--- src/hw/rtl/dss_pkg.sv ---
// dss_pkg: shared constants and types for the drum step sequencer
// used by every module of the block and by its checker; no dependencies

package dss_pkg;

   // default geometry of the sequencer
   localparam int NUM_TRACKS_DEF = 8;
   localparam int SEQ_STEPS_DEF  = 64;
   localparam int PAGE_STEPS_DEF = 16;

   // tempo and timing
   localparam int TEMPO_W     = 10;
   localparam int DIVIDEND_W  = 16;
   localparam int ELAPSED_W   = 17;
   localparam int DIV_CNT_W   = $clog2(DIVIDEND_W);

   localparam logic [TEMPO_W-1:0]    START_TEMPO   = 10'd120;
   localparam logic [DIVIDEND_W-1:0] MS_PER_MINUTE = 16'd60000;
   localparam logic [ELAPSED_W-1:0]  ELAPSED_MAX   = 17'd131071;

   // port field widths
   localparam int MODE_W     = 3;
   localparam int SIP_W      = 4;
   localparam int MASK_OUT_W = 8;
   localparam int STEP_OUT_W = 6;
   localparam int TRK_OUT_W  = 3;

   // configuration registers
   localparam int CSR_IDX_W  = 1;
   localparam int CSR_DATA_W = TEMPO_W;

   localparam logic [CSR_IDX_W-1:0] CSR_TEMPO_FLOOR = 1'd0;
   localparam logic [CSR_IDX_W-1:0] CSR_TEMPO_CEIL  = 1'd1;

   localparam logic [TEMPO_W-1:0] TEMPO_FLOOR_RST = 10'd40;
   localparam logic [TEMPO_W-1:0] TEMPO_CEIL_RST  = 10'd300;

   // event codes of one item
   typedef enum logic [MODE_W-1:0] {
      MODE_TICK       = 3'd0,
      MODE_TOGGLE     = 3'd1,
      MODE_TEMPO_UP   = 3'd2,
      MODE_TEMPO_DOWN = 3'd3,
      MODE_TRACK_UP   = 3'd4,
      MODE_TRACK_DOWN = 3'd5,
      MODE_PLAY       = 3'd6
   } mode_type;

endpackage

--- src/hw/rtl/dss_divider.sv ---
// dss_divider: restoring divider, one quotient bit per cycle
// computes milliseconds per minute divided by the tempo; uses dss_pkg

module dss_divider (
   input  logic                             clock,
   input  logic                             reset,
   input  logic                             start,
   input  logic [dss_pkg::TEMPO_W-1:0]      divisor,
   output logic                             done,
   output logic [dss_pkg::DIVIDEND_W-1:0]   quotient
);

   logic                             busy_ff, busy_in;
   logic                             done_ff, done_in;
   logic [dss_pkg::DIV_CNT_W-1:0]    count_ff, count_in;
   logic [dss_pkg::TEMPO_W-1:0]      rem_ff, rem_in;
   logic [dss_pkg::DIVIDEND_W-1:0]   quo_ff, quo_in;

   logic [dss_pkg::TEMPO_W:0]        shifted;
   logic [dss_pkg::TEMPO_W:0]        diff;
   logic                             fits;

   // one trial subtraction per cycle
   always_comb begin
      shifted = {rem_ff, quo_ff[dss_pkg::DIVIDEND_W-1]};
      diff    = shifted - {1'b0, divisor};
      fits    = (shifted >= {1'b0, divisor});

      busy_in  = busy_ff;
      done_in  = 1'b0;
      count_in = count_ff;
      rem_in   = rem_ff;
      quo_in   = quo_ff;

      if (start) begin
         busy_in  = 1'b1;
         count_in = dss_pkg::DIV_CNT_W'(dss_pkg::DIVIDEND_W - 1);
         rem_in   = '0;
         quo_in   = dss_pkg::MS_PER_MINUTE;
      end else if (busy_ff) begin
         rem_in = fits ? diff[dss_pkg::TEMPO_W-1:0] : shifted[dss_pkg::TEMPO_W-1:0];
         quo_in = {quo_ff[dss_pkg::DIVIDEND_W-2:0], fits};
         if (count_ff == '0) begin
            busy_in = 1'b0;
            done_in = 1'b1;
         end else begin
            count_in = count_ff - 1'b1;
         end
      end
   end

   // control state
   always_ff @(posedge clock) begin
      if (reset) begin
         busy_ff <= 1'b0;
         done_ff <= 1'b0;
      end else begin
         busy_ff <= busy_in;
         done_ff <= done_in;
      end
   end

   // datapath
   always_ff @(posedge clock) begin
      count_ff <= count_in;
      rem_ff   <= rem_in;
      quo_ff   <= quo_in;
   end

   assign done     = done_ff;
   assign quotient = quo_ff;

endmodule

--- src/hw/rtl/dss_pattern_mem.sv ---
// dss_pattern_mem: pattern store, one row of track bits per step
// one write and one registered read port, per-row valid bits clear at reset

module dss_pattern_mem #(
   parameter int DEPTH = dss_pkg::SEQ_STEPS_DEF,
   parameter int WIDTH = dss_pkg::NUM_TRACKS_DEF
) (
   input  logic                       clock,
   input  logic                       reset,
   input  logic [$clog2(DEPTH)-1:0]   rd_addr,
   output logic [WIDTH-1:0]           rd_data,
   input  logic                       wr_en,
   input  logic [$clog2(DEPTH)-1:0]   wr_addr,
   input  logic [WIDTH-1:0]           wr_data
);

   logic [WIDTH-1:0] mem [DEPTH];
   logic [DEPTH-1:0] valid_ff;
   logic [WIDTH-1:0] mem_q_ff;
   logic             vld_q_ff;

   // row valid bits, cleared at reset
   always_ff @(posedge clock) begin
      if (reset) begin
         valid_ff <= '0;
         vld_q_ff <= 1'b0;
      end else begin
         if (wr_en) begin
            valid_ff[wr_addr] <= 1'b1;
         end
         vld_q_ff <= valid_ff[rd_addr];
      end
   end

   // storage array and registered read
   always_ff @(posedge clock) begin
      if (wr_en) begin
         mem[wr_addr] <= wr_data;
      end
      mem_q_ff <= mem[rd_addr];
   end

   // a row never written reads as empty
   assign rd_data = vld_q_ff ? mem_q_ff : '0;

endmodule

--- src/hw/rtl/drum_step_sequencer.sv ---
// drum_step_sequencer: top level, event sequencer around a divider
// depends on dss_pkg, dss_divider and dss_pattern_mem
//
// Takes one event item at a time and returns exactly one result item for it.
// A tick while playing runs the step period (60000 / tempo) through a
// one-bit-per-cycle divider and, when the step advances, reads the new
// step's row before the result; a stopped tick and the tempo, track, play
// and unused events go from decode straight to the result, an in-range
// step toggle through a write of the pattern store first. The next item is
// accepted in the cycle after the result is registered at the earliest.
// The divider's iterations set the tick latency. req_stall stays high from
// acceptance until the result is moved into the output register; a result
// waiting on rsp_stall does not block the next item from being accepted,
// only its result from being registered. The pattern store is clear right
// after reset, with no clearing pass.

module drum_step_sequencer #(
   parameter int NUM_TRACKS = dss_pkg::NUM_TRACKS_DEF,
   parameter int SEQ_STEPS  = dss_pkg::SEQ_STEPS_DEF,
   parameter int PAGE_STEPS = dss_pkg::PAGE_STEPS_DEF
) (
   input  logic                              clock,
   input  logic                              reset,
   // configuration
   input  logic                              csr_wr_en,
   input  logic [dss_pkg::CSR_IDX_W-1:0]     csr_index,
   input  logic [dss_pkg::CSR_DATA_W-1:0]    csr_wdata,
   // event items
   input  logic                              req_valid,
   output logic                              req_stall,
   input  logic [dss_pkg::MODE_W-1:0]        req_mode,
   input  logic [dss_pkg::SIP_W-1:0]         req_step_in_page,
   // result items
   output logic                              rsp_valid,
   input  logic                              rsp_stall,
   output logic                              rsp_fired,
   output logic [dss_pkg::MASK_OUT_W-1:0]    rsp_trigger_mask,
   output logic [dss_pkg::STEP_OUT_W-1:0]    rsp_step_now,
   output logic [dss_pkg::TEMPO_W-1:0]       rsp_tempo_now,
   output logic [dss_pkg::TRK_OUT_W-1:0]     rsp_track_now,
   output logic                              rsp_playing_now
);

   localparam int POS_W = $clog2(SEQ_STEPS);
   localparam int IDX_W = POS_W + 1;
   localparam int OFF_W = $clog2(PAGE_STEPS);
   localparam int TRK_W = (NUM_TRACKS > 1) ? $clog2(NUM_TRACKS) : 1;
   localparam int TW    = dss_pkg::TEMPO_W;

   typedef enum logic [2:0] {
      S_IDLE,
      S_DECODE,
      S_DIV,
      S_FETCH,
      S_TOGGLE,
      S_RESULT
   } state_type;

   state_type state_ff, state_in;

   // event latch
   dss_pkg::mode_type           mode_ff, mode_in;
   logic [dss_pkg::SIP_W-1:0]   sip_ff, sip_in;
   logic [POS_W-1:0]            idx_ff, idx_in;

   // sequencer state
   logic [TW-1:0]                     tempo_floor_ff, tempo_floor_in;
   logic [TW-1:0]                     tempo_ceil_ff, tempo_ceil_in;
   logic [TW-1:0]                     tempo_ff, tempo_in;
   logic [POS_W-1:0]                  pos_ff, pos_in;
   logic [POS_W-1:0]                  base_ff, base_in;
   logic [OFF_W-1:0]                  off_ff, off_in;
   logic [TRK_W-1:0]                  trk_ff, trk_in;
   logic                              run_ff, run_in;
   logic [dss_pkg::ELAPSED_W-1:0]     elapsed_ff, elapsed_in;
   logic                              fired_ff, fired_in;
   logic [NUM_TRACKS-1:0]             mask_ff, mask_in;

   // result register
   logic                                 rsp_valid_ff, rsp_valid_in;
   logic                                 rsp_fired_ff, rsp_fired_in;
   logic [dss_pkg::MASK_OUT_W-1:0]       rsp_mask_ff, rsp_mask_in;
   logic [dss_pkg::STEP_OUT_W-1:0]       rsp_step_ff, rsp_step_in;
   logic [TW-1:0]                        rsp_tempo_ff, rsp_tempo_in;
   logic [dss_pkg::TRK_OUT_W-1:0]        rsp_trk_ff, rsp_trk_in;
   logic                                 rsp_play_ff, rsp_play_in;

   // divider and pattern store hookup
   logic                             div_start;
   logic                             div_done;
   logic [dss_pkg::DIVIDEND_W-1:0]   div_quotient;
   logic [TW-1:0]                    div_divisor;
   logic [POS_W-1:0]                 mem_rd_addr;
   logic [NUM_TRACKS-1:0]            mem_rd_data;
   logic                             mem_wr_en;
   logic [POS_W-1:0]                 mem_wr_addr;
   logic [NUM_TRACKS-1:0]            mem_wr_data;

   // helpers
   logic [POS_W-1:0]      pos_next;
   logic [IDX_W-1:0]      toggle_idx;
   logic [TW:0]           tempo_up;
   logic [TW-1:0]         tempo_down;
   logic [NUM_TRACKS-1:0] trk_bit;
   logic [15:0]           mask_wide;
   logic [7:0]            pos_wide;
   logic [3:0]            trk_wide;

   dss_divider u_div (
      .clock    (clock),
      .reset    (reset),
      .start    (div_start),
      .divisor  (div_divisor),
      .done     (div_done),
      .quotient (div_quotient)
   );

   dss_pattern_mem #(
      .DEPTH (SEQ_STEPS),
      .WIDTH (NUM_TRACKS)
   ) u_mem (
      .clock   (clock),
      .reset   (reset),
      .rd_addr (mem_rd_addr),
      .rd_data (mem_rd_data),
      .wr_en   (mem_wr_en),
      .wr_addr (mem_wr_addr),
      .wr_data (mem_wr_data)
   );

   // small helpers used by the sequencer
   always_comb begin
      pos_next    = (pos_ff == POS_W'(SEQ_STEPS - 1)) ? '0 : pos_ff + 1'b1;
      toggle_idx  = {1'b0, base_ff} + IDX_W'(sip_ff);
      tempo_up    = {1'b0, tempo_ff} + 1'b1;
      tempo_down  = (tempo_ff == '0) ? '0 : tempo_ff - 1'b1;
      div_divisor = (tempo_ff == '0) ? TW'(1) : tempo_ff;
      for (int i = 0; i < NUM_TRACKS; i++) begin
         trk_bit[i] = (trk_ff == TRK_W'(i));
      end
      mask_wide = 16'(mask_ff);
      pos_wide  = 8'(pos_ff);
      trk_wide  = 4'(trk_ff);
   end

   // sequencer
   always_comb begin
      state_in       = state_ff;
      mode_in        = mode_ff;
      sip_in         = sip_ff;
      idx_in         = idx_ff;
      tempo_floor_in = tempo_floor_ff;
      tempo_ceil_in  = tempo_ceil_ff;
      tempo_in       = tempo_ff;
      pos_in         = pos_ff;
      base_in        = base_ff;
      off_in         = off_ff;
      trk_in         = trk_ff;
      run_in         = run_ff;
      elapsed_in     = elapsed_ff;
      fired_in       = fired_ff;
      mask_in        = mask_ff;
      rsp_valid_in   = rsp_valid_ff;
      rsp_fired_in   = rsp_fired_ff;
      rsp_mask_in    = rsp_mask_ff;
      rsp_step_in    = rsp_step_ff;
      rsp_tempo_in   = rsp_tempo_ff;
      rsp_trk_in     = rsp_trk_ff;
      rsp_play_in    = rsp_play_ff;
      div_start      = 1'b0;
      mem_rd_addr    = pos_ff;
      mem_wr_en      = 1'b0;
      mem_wr_addr    = idx_ff;
      mem_wr_data    = mem_rd_data ^ trk_bit;

      // configuration writes
      if (csr_wr_en) begin
         unique case (csr_index)
            dss_pkg::CSR_TEMPO_FLOOR: tempo_floor_in = csr_wdata;
            dss_pkg::CSR_TEMPO_CEIL:  tempo_ceil_in  = csr_wdata;
            default: ;
         endcase
      end

      // result taken downstream
      if (rsp_valid_ff && !rsp_stall) begin
         rsp_valid_in = 1'b0;
      end

      unique case (state_ff)
         S_IDLE: begin
            if (req_valid) begin
               mode_in  = dss_pkg::mode_type'(req_mode);
               sip_in   = req_step_in_page;
               fired_in = 1'b0;
               mask_in  = '0;
               state_in = S_DECODE;
            end
         end
         S_DECODE: begin
            state_in = S_RESULT;
            unique case (mode_ff)
               dss_pkg::MODE_TICK: begin
                  if (elapsed_ff != dss_pkg::ELAPSED_MAX) begin
                     elapsed_in = elapsed_ff + 1'b1;
                  end
                  if (run_ff) begin
                     div_start = 1'b1;
                     state_in  = S_DIV;
                  end
               end
               dss_pkg::MODE_TOGGLE: begin
                  idx_in      = toggle_idx[POS_W-1:0];
                  mem_rd_addr = toggle_idx[POS_W-1:0];
                  if ((32'(sip_ff) < PAGE_STEPS) && (32'(toggle_idx) < SEQ_STEPS)) begin
                     state_in = S_TOGGLE;
                  end
               end
               dss_pkg::MODE_TEMPO_UP: begin
                  tempo_in = (tempo_up < {1'b0, tempo_ceil_ff}) ? tempo_up[TW-1:0]
                                                                : tempo_ceil_ff;
               end
               dss_pkg::MODE_TEMPO_DOWN: begin
                  tempo_in = (tempo_down > tempo_floor_ff) ? tempo_down : tempo_floor_ff;
               end
               dss_pkg::MODE_TRACK_UP: begin
                  trk_in = (trk_ff == TRK_W'(NUM_TRACKS - 1)) ? '0 : trk_ff + 1'b1;
               end
               dss_pkg::MODE_TRACK_DOWN: begin
                  trk_in = (trk_ff == '0) ? TRK_W'(NUM_TRACKS - 1) : trk_ff - 1'b1;
               end
               dss_pkg::MODE_PLAY: begin
                  run_in = ~run_ff;
               end
               default: ;
            endcase
         end
         S_DIV: begin
            // advance once the step period has gone by
            if (div_done) begin
               if (elapsed_ff >= {1'b0, div_quotient}) begin
                  elapsed_in  = '0;
                  pos_in      = pos_next;
                  mem_rd_addr = pos_next;
                  fired_in    = 1'b1;
                  if (pos_next == '0) begin
                     base_in = '0;
                     off_in  = '0;
                  end else if (off_ff == OFF_W'(PAGE_STEPS - 1)) begin
                     base_in = base_ff + POS_W'(PAGE_STEPS);
                     off_in  = '0;
                  end else begin
                     off_in = off_ff + 1'b1;
                  end
                  state_in = S_FETCH;
               end else begin
                  state_in = S_RESULT;
               end
            end
         end
         S_FETCH: begin
            mask_in  = mem_rd_data;
            state_in = S_RESULT;
         end
         S_TOGGLE: begin
            mem_wr_en = 1'b1;
            state_in  = S_RESULT;
         end
         S_RESULT: begin
            if (!rsp_valid_ff || !rsp_stall) begin
               rsp_valid_in = 1'b1;
               rsp_fired_in = fired_ff;
               rsp_mask_in  = mask_wide[dss_pkg::MASK_OUT_W-1:0];
               rsp_step_in  = pos_wide[dss_pkg::STEP_OUT_W-1:0];
               rsp_tempo_in = tempo_ff;
               rsp_trk_in   = trk_wide[dss_pkg::TRK_OUT_W-1:0];
               rsp_play_in  = run_ff;
               state_in     = S_IDLE;
            end
         end
         default: state_in = S_IDLE;
      endcase
   end

   // state and registered outputs
   always_ff @(posedge clock) begin
      if (reset) begin
         state_ff       <= S_IDLE;
         tempo_floor_ff <= dss_pkg::TEMPO_FLOOR_RST;
         tempo_ceil_ff  <= dss_pkg::TEMPO_CEIL_RST;
         tempo_ff       <= dss_pkg::START_TEMPO;
         pos_ff         <= '0;
         base_ff        <= '0;
         off_ff         <= '0;
         trk_ff         <= '0;
         run_ff         <= 1'b0;
         elapsed_ff     <= '0;
         rsp_valid_ff   <= 1'b0;
      end else begin
         state_ff       <= state_in;
         tempo_floor_ff <= tempo_floor_in;
         tempo_ceil_ff  <= tempo_ceil_in;
         tempo_ff       <= tempo_in;
         pos_ff         <= pos_in;
         base_ff        <= base_in;
         off_ff         <= off_in;
         trk_ff         <= trk_in;
         run_ff         <= run_in;
         elapsed_ff     <= elapsed_in;
         rsp_valid_ff   <= rsp_valid_in;
      end
      mode_ff      <= mode_in;
      sip_ff       <= sip_in;
      idx_ff       <= idx_in;
      fired_ff     <= fired_in;
      mask_ff      <= mask_in;
      rsp_fired_ff <= rsp_fired_in;
      rsp_mask_ff  <= rsp_mask_in;
      rsp_step_ff  <= rsp_step_in;
      rsp_tempo_ff <= rsp_tempo_in;
      rsp_trk_ff   <= rsp_trk_in;
      rsp_play_ff  <= rsp_play_in;
   end

   assign req_stall        = (state_ff != S_IDLE);
   assign rsp_valid        = rsp_valid_ff;
   assign rsp_fired        = rsp_fired_ff;
   assign rsp_trigger_mask = rsp_mask_ff;
   assign rsp_step_now     = rsp_step_ff;
   assign rsp_tempo_now    = rsp_tempo_ff;
   assign rsp_track_now    = rsp_trk_ff;
   assign rsp_playing_now  = rsp_play_ff;

endmodule

--- config.mk ---
export PLATFORM = sky130hd
export DESIGN_NAME = drum_step_sequencer
export DESIGN_NICKNAME = d
export VERILOG_FILES = /design/src/hw/rtl/dss_pkg.sv /design/src/hw/rtl/dss_divider.sv /design/src/hw/rtl/dss_pattern_mem.sv /design/src/hw/rtl/drum_step_sequencer.sv
export SDC_FILE = /design/constraint.sdc
export NUM_CORES = 1
export LEC_CHECK = 0
export ABC_AREA = 0
export BUFFER_PORTS_ARGS = -buffer_cell sky130_fd_sc_hd__clkbuf_2
export CAP_MARGIN = 0
export CELL_PAD_IN_SITES_DETAIL_PLACEMENT = 1
export CELL_PAD_IN_SITES_GLOBAL_PLACEMENT = 2
export CORE_MARGIN = 2
export CORE_UTILIZATION = 39
export DETAILED_ROUTE_END_ITERATION = 6
export PLACE_DENSITY = 0.8
export SYNTH_ARGS = -nofsm -noshare
export SYNTH_HDL_FRONTEND = slang
export SYNTH_SLANG_ARGS = --single-unit
--- constraint.sdc ---
create_clock -name clock -period 3.67 [get_ports clock]
set_input_delay 0.367 -clock clock [delete_from_list [all_inputs] [get_ports clock]]
set_output_delay 0.367 -clock clock [all_outputs]
set_load 0.01 [all_outputs]
==> load_flow_metrics.sql <==
INSERT INTO impl_metrics (metric_group, metric, value, unit) VALUES
('floorplan', 'die_width', '289.0', 'um'),
('hold_path', 'hold_crit_class', 'in2reg', ''),
('synthesis', 'yosysUniqueCellTypes', '78', ''),
('critical_path', 'r2r_start', 'u_div.quotient[11]', ''),
('synthesis', 'syn_nets', '2911', ''),
('critical_path', 'crit_path_top_delay_cell', 'sky130_fd_sc_hd__a221o_1', ''),
('sta', 'post-route-period-util', '103.5', '%'),
('status', 'failing_checks', 'negative setup slack', ''),
('sta', 'grt_setup_unrepaired', 'true', ''),
('placed_design', 'placedCellCount', '4039', ''),
('clocking', 'tritoncts_clock_tree', 'done', ''),
('global_route', 'grt_overflow_total', '0', ''),
('critical_path', 'worst_ep_arrival_time', '4340', 'ps'),
('critical_path', 'crit_path_required_time', '4210', 'ps'),
('placed_design', 'dpl.hpwl', '64910', 'um'),
('critical_path', 'path_buf_inv', '9', ''),
('layout', 'mostFrequentLayoutCell', 'sky130_fd_sc_hd__nand2_1', ''),
('sta', 'finalHoldViolations', '0', ''),
('floorplan', 'die_h', '289.0', 'um'),
('floorplan', 'io-pin-count', '54', ''),
('synthesis', 'synthCells', '2825', ''),
('sta', 'fin_skew', '29.91', 'ps'),
('layout', 'n_antenna_cell', '0', ''),
('synthesis', 'syn_area_per_cell', '11.21', 'um^2'),
('layout', 'nets', '3207', ''),
('synthesis', 'async_flop_share', '0', '%'),
('clocking', 'numCtsBuffers', '83', ''),
('sta', 'worst-slew-pin-transition', '1129', 'ps'),
('status', 'status', 'finished, violations left', ''),
('power', 'pwr_density_cell', '473.9', 'nW/um^2'),
('detailed_routing', 'routed-via-count', '23740', ''),
('floorplan', 'die-area', '83500', 'um^2'),
('sta', 'post-route-min-period', '3800', 'ps'),
('critical_path', 'logic_depth_of_the_worst_setup_path_including_buffers', '20', ''),
('clocking', 'ctsHtreeMaxLevel', '3', ''),
('critical_path', 'start_point_of_the_critical_path', 'u_div.quotient[11]', ''),
('detailed_routing', 'ant_nets', '0', ''),
('critical_path', 'timing.critical_path.mode_cell', 'sky130_fd_sc_hd__buf_4', ''),
('layout', 'syn_to_final_growth', '24.12', '%'),
('placed_design', 'port_buffers', '53', ''),
('power', 'irDropWorstVdd', '0.3598', 'mV'),
('clocking', 'clock_latency', '660', 'ps'),
('layout', 'fin_area', '39310', 'um^2'),
('global_route', 'grt_antenna_before_repair', '0', ''),
('global_route', 'globalRouteTotalUtil', '23.78', '%'),
('synthesis', 'synth_area', '31670', 'um^2'),
('global_route', 'first_pass_grt_wire_length', '150700', 'um'),
('clocking', 'worst_setup_hold_path_clk_slew', '70', 'ps'),
('layout', 'layout.cells.non_filler', '4250', ''),
('floorplan', 'initial_utilization', '39.38', '%'),
('placed_design', 'globalplace.congestion', '0.9031', ''),
('detailed_routing', 'drt-wirelength-per-cell', '24.12', 'um'),
('detailed_routing', 'drtIter0Drc', '1825', ''),
('critical_path', 'critPathMaxStageDelay', '340', 'ps'),
('synthesis', 'yosys_warning_count', '0', ''),
('placed_design', 'pre_cts_ws', '-434.7', 'ps'),
('placed_design', 'placedInstanceArea', '34910', 'um^2'),
('layout', 'most-common-layout-cells', 'sky130_fd_sc_hd__nand2_1, sky130_fd_sc_hd__edfxtp_1, sky130_fd_sc_hd__nand3_1', ''),
('sta', 'finalSetupViolations', '8', ''),
('critical_path', 'cpLargestDelayFamily', 'buffers and inverters', ''),
('critical_path', 'crit-reg2reg-capture', 'u_mem.mem_q_ff[3]', ''),
('synthesis', 'synth_edf_count', '563', ''),
('synthesis', 'seq_area_frac_synth', '64.25', '%'),
('clocking', 'numClockSinks', '735', ''),
('layout', 'fraction_of_final_layout_cells_with_drive_strength_greater_than_1', '21.00', '%'),
('critical_path', 'worstSetupStartpointType', 'register', ''),
('synthesis', 'ys_seq_elements', '735', ''),
('detailed_routing', 'post-route-drc-count', '0', ''),
('sta', 'setup_slack', '-130.1', 'ps'),
('synthesis', 'synth-main-ff-cell', 'sky130_fd_sc_hd__edfxtp_1', ''),
('detailed_routing', 'vias_per_cell', '5.585', '');
timing repair:
action,4_1_cts,5_1_grt
pin swaps,13,42
buffers inserted,3,29
endpoints found under the hold margin,24,0
setup endpoints to repair,29,29
gates resized for setup,64,164
hold buffers,17,0
cloned,3,6
where the power goes:
part | switching (W) | leakage, nW | internal (W)
Combinational | 0.000811 | 6.44 | 0.000504
Clock | 0.00349 | 1.29 | 0.00470
Sequential | 0.0000816 | 6.55 | 0.00904
worst reg2reg max path: stages (launching register included):
cell and delay [ps]:
sky130_fd_sc_hd__dfxtp_2 330, sky130_fd_sc_hd__inv_1 60, sky130_fd_sc_hd__ha_1 300, sky130_fd_sc_hd__nand2_2 130
sky130_fd_sc_hd__nor3_4 80, sky130_fd_sc_hd__a2111oi_4 330, sky130_fd_sc_hd__buf_4 190, sky130_fd_sc_hd__o21a_4 160
sky130_fd_sc_hd__buf_6 120, sky130_fd_sc_hd__o211ai_1 80, sky130_fd_sc_hd__buf_4 180, sky130_fd_sc_hd__buf_12 160
sky130_fd_sc_hd__buf_16 160, sky130_fd_sc_hd__buf_8 150, sky130_fd_sc_hd__buf_12 160, sky130_fd_sc_hd__nand2_1 70
sky130_fd_sc_hd__nand3_1 150, sky130_fd_sc_hd__a21oi_4 290, sky130_fd_sc_hd__nor4_4 80, sky130_fd_sc_hd__buf_4 160
sky130_fd_sc_hd__a221o_1 340
registers in the layout (all words and copies together) (netlist names), 4 cells and up:
| register | cells |
|---|---|
| idx_ff | 6 |
| u_div.quotient | 16 |
| rsp_trigger_mask | 8 |
| elapsed_ff | 17 |
| pos_ff | 6 |
| mask_ff | 8 |
| u_div.count_ff | 4 |
| tempo_ceil_ff | 10 |
| tempo_floor_ff | 10 |
| u_mem.mem_q_ff | 8 |
| rsp_step_now | 6 |
| off_ff | 4 |
| u_mem.valid_ff | 64 |
| rsp_tempo_now | 10 |
| u_div.rem_ff | 10 |
| tempo_ff | 10 |
| u_mem.mem | 512 |
| sip_ff | 4 |
how the worst min path moves through the flow:
stage                          start             endpoint  slack, ps  cells past startpoint
after floorplan             fired_ff            rsp_fired        400                      0
after global routing       rsp_stall            rsp_valid         80                      3
after detailed placement  mask_ff[3]  rsp_trigger_mask[3]        410                      0
final                      rsp_stall            rsp_valid         60                      3
after CTS                  rsp_stall            rsp_valid         20                      3
after global placement    mask_ff[4]  rsp_trigger_mask[4]        410                      0
routing by layer:
layer	vias up	track usage, %	wire [um]
met1	12130	30.54	42770
met3	193	3.181	5292
li1	10720	-	-
met4	0	8.956	3776
met5	-	0	0
met2	687	40.94	50680
through the flow:
step | TNS [ps] | hold slack [ps] | power, W
floorplan | 0 | 400.3 | 0.009973
global placement | -2590 | 414.4 | 0.01040
detailed placement | -6049 | 411.2 | 0.01045
CTS | -3.107 | 21.15 | 0.01865
global route | -1378 | 84.58 | 0.01922
finish | -477.1 | 59.36 | 0.01863
kinds of logic (layout without fill, tap and decap cells):
group	count (synthesis)	in the layout	synth area share (%)
compound gates	345	345	7.443
xor+xnor	40	40	1.106
fa+ha+maj	63	63	2.513
buf+inv	234	598	3.283
flops	735	735	64.25
mux	100	100	3.200
simple gates	1308	1309	18.20
final cells by class:
| class | count | area (um^2) |
|---|---|---|
| sequential | 735 | 20360 |
| tap | 1060 | 1326 |
| clock buffer | 118 | 2308 |
| clock inverter | 36 | 352.8 |
| timing repair buffer | 370 | 3367 |
| multi-input combinational | 1857 | 11320 |
| inverter | 74 | 277.8 |
| fill | 8380 | 41110 |
cells in the mapped netlist, types with 17 or more instances:
| library cell | instances | share of area, % |
|---|---|---|
| sky130_fd_sc_hd__ha_1 | 62 | 2.4 |
| sky130_fd_sc_hd__o21ai_0 | 27 | 0.43 |
| sky130_fd_sc_hd__buf_2 | 51 | 0.81 |
| sky130_fd_sc_hd__and3_1 | 21 | 0.41 |
| sky130_fd_sc_hd__a21oi_1 | 128 | 2.0 |
| sky130_fd_sc_hd__dfxtp_1 | 172 | 11 |
| sky130_fd_sc_hd__mux2i_1 | 90 | 2.8 |
| sky130_fd_sc_hd__a31oi_1 | 17 | 0.34 |
| sky130_fd_sc_hd__inv_1 | 72 | 0.85 |
| sky130_fd_sc_hd__clkbuf_1 | 78 | 0.92 |
| sky130_fd_sc_hd__nor2b_1 | 17 | 0.34 |
| sky130_fd_sc_hd__nor3_1 | 25 | 0.40 |
| sky130_fd_sc_hd__xnor2_1 | 26 | 0.72 |
| sky130_fd_sc_hd__nor2_1 | 262 | 3.1 |
| sky130_fd_sc_hd__nand4_1 | 25 | 0.49 |
| sky130_fd_sc_hd__nand2_1 | 572 | 6.8 |
| sky130_fd_sc_hd__edfxtp_1 | 563 | 53 |
| sky130_fd_sc_hd__o211ai_1 | 30 | 0.71 |
| sky130_fd_sc_hd__nor4_1 | 17 | 0.34 |
| sky130_fd_sc_hd__nand3_1 | 316 | 5.0 |
Note: power is estimated with default switching activity, not from simulation.
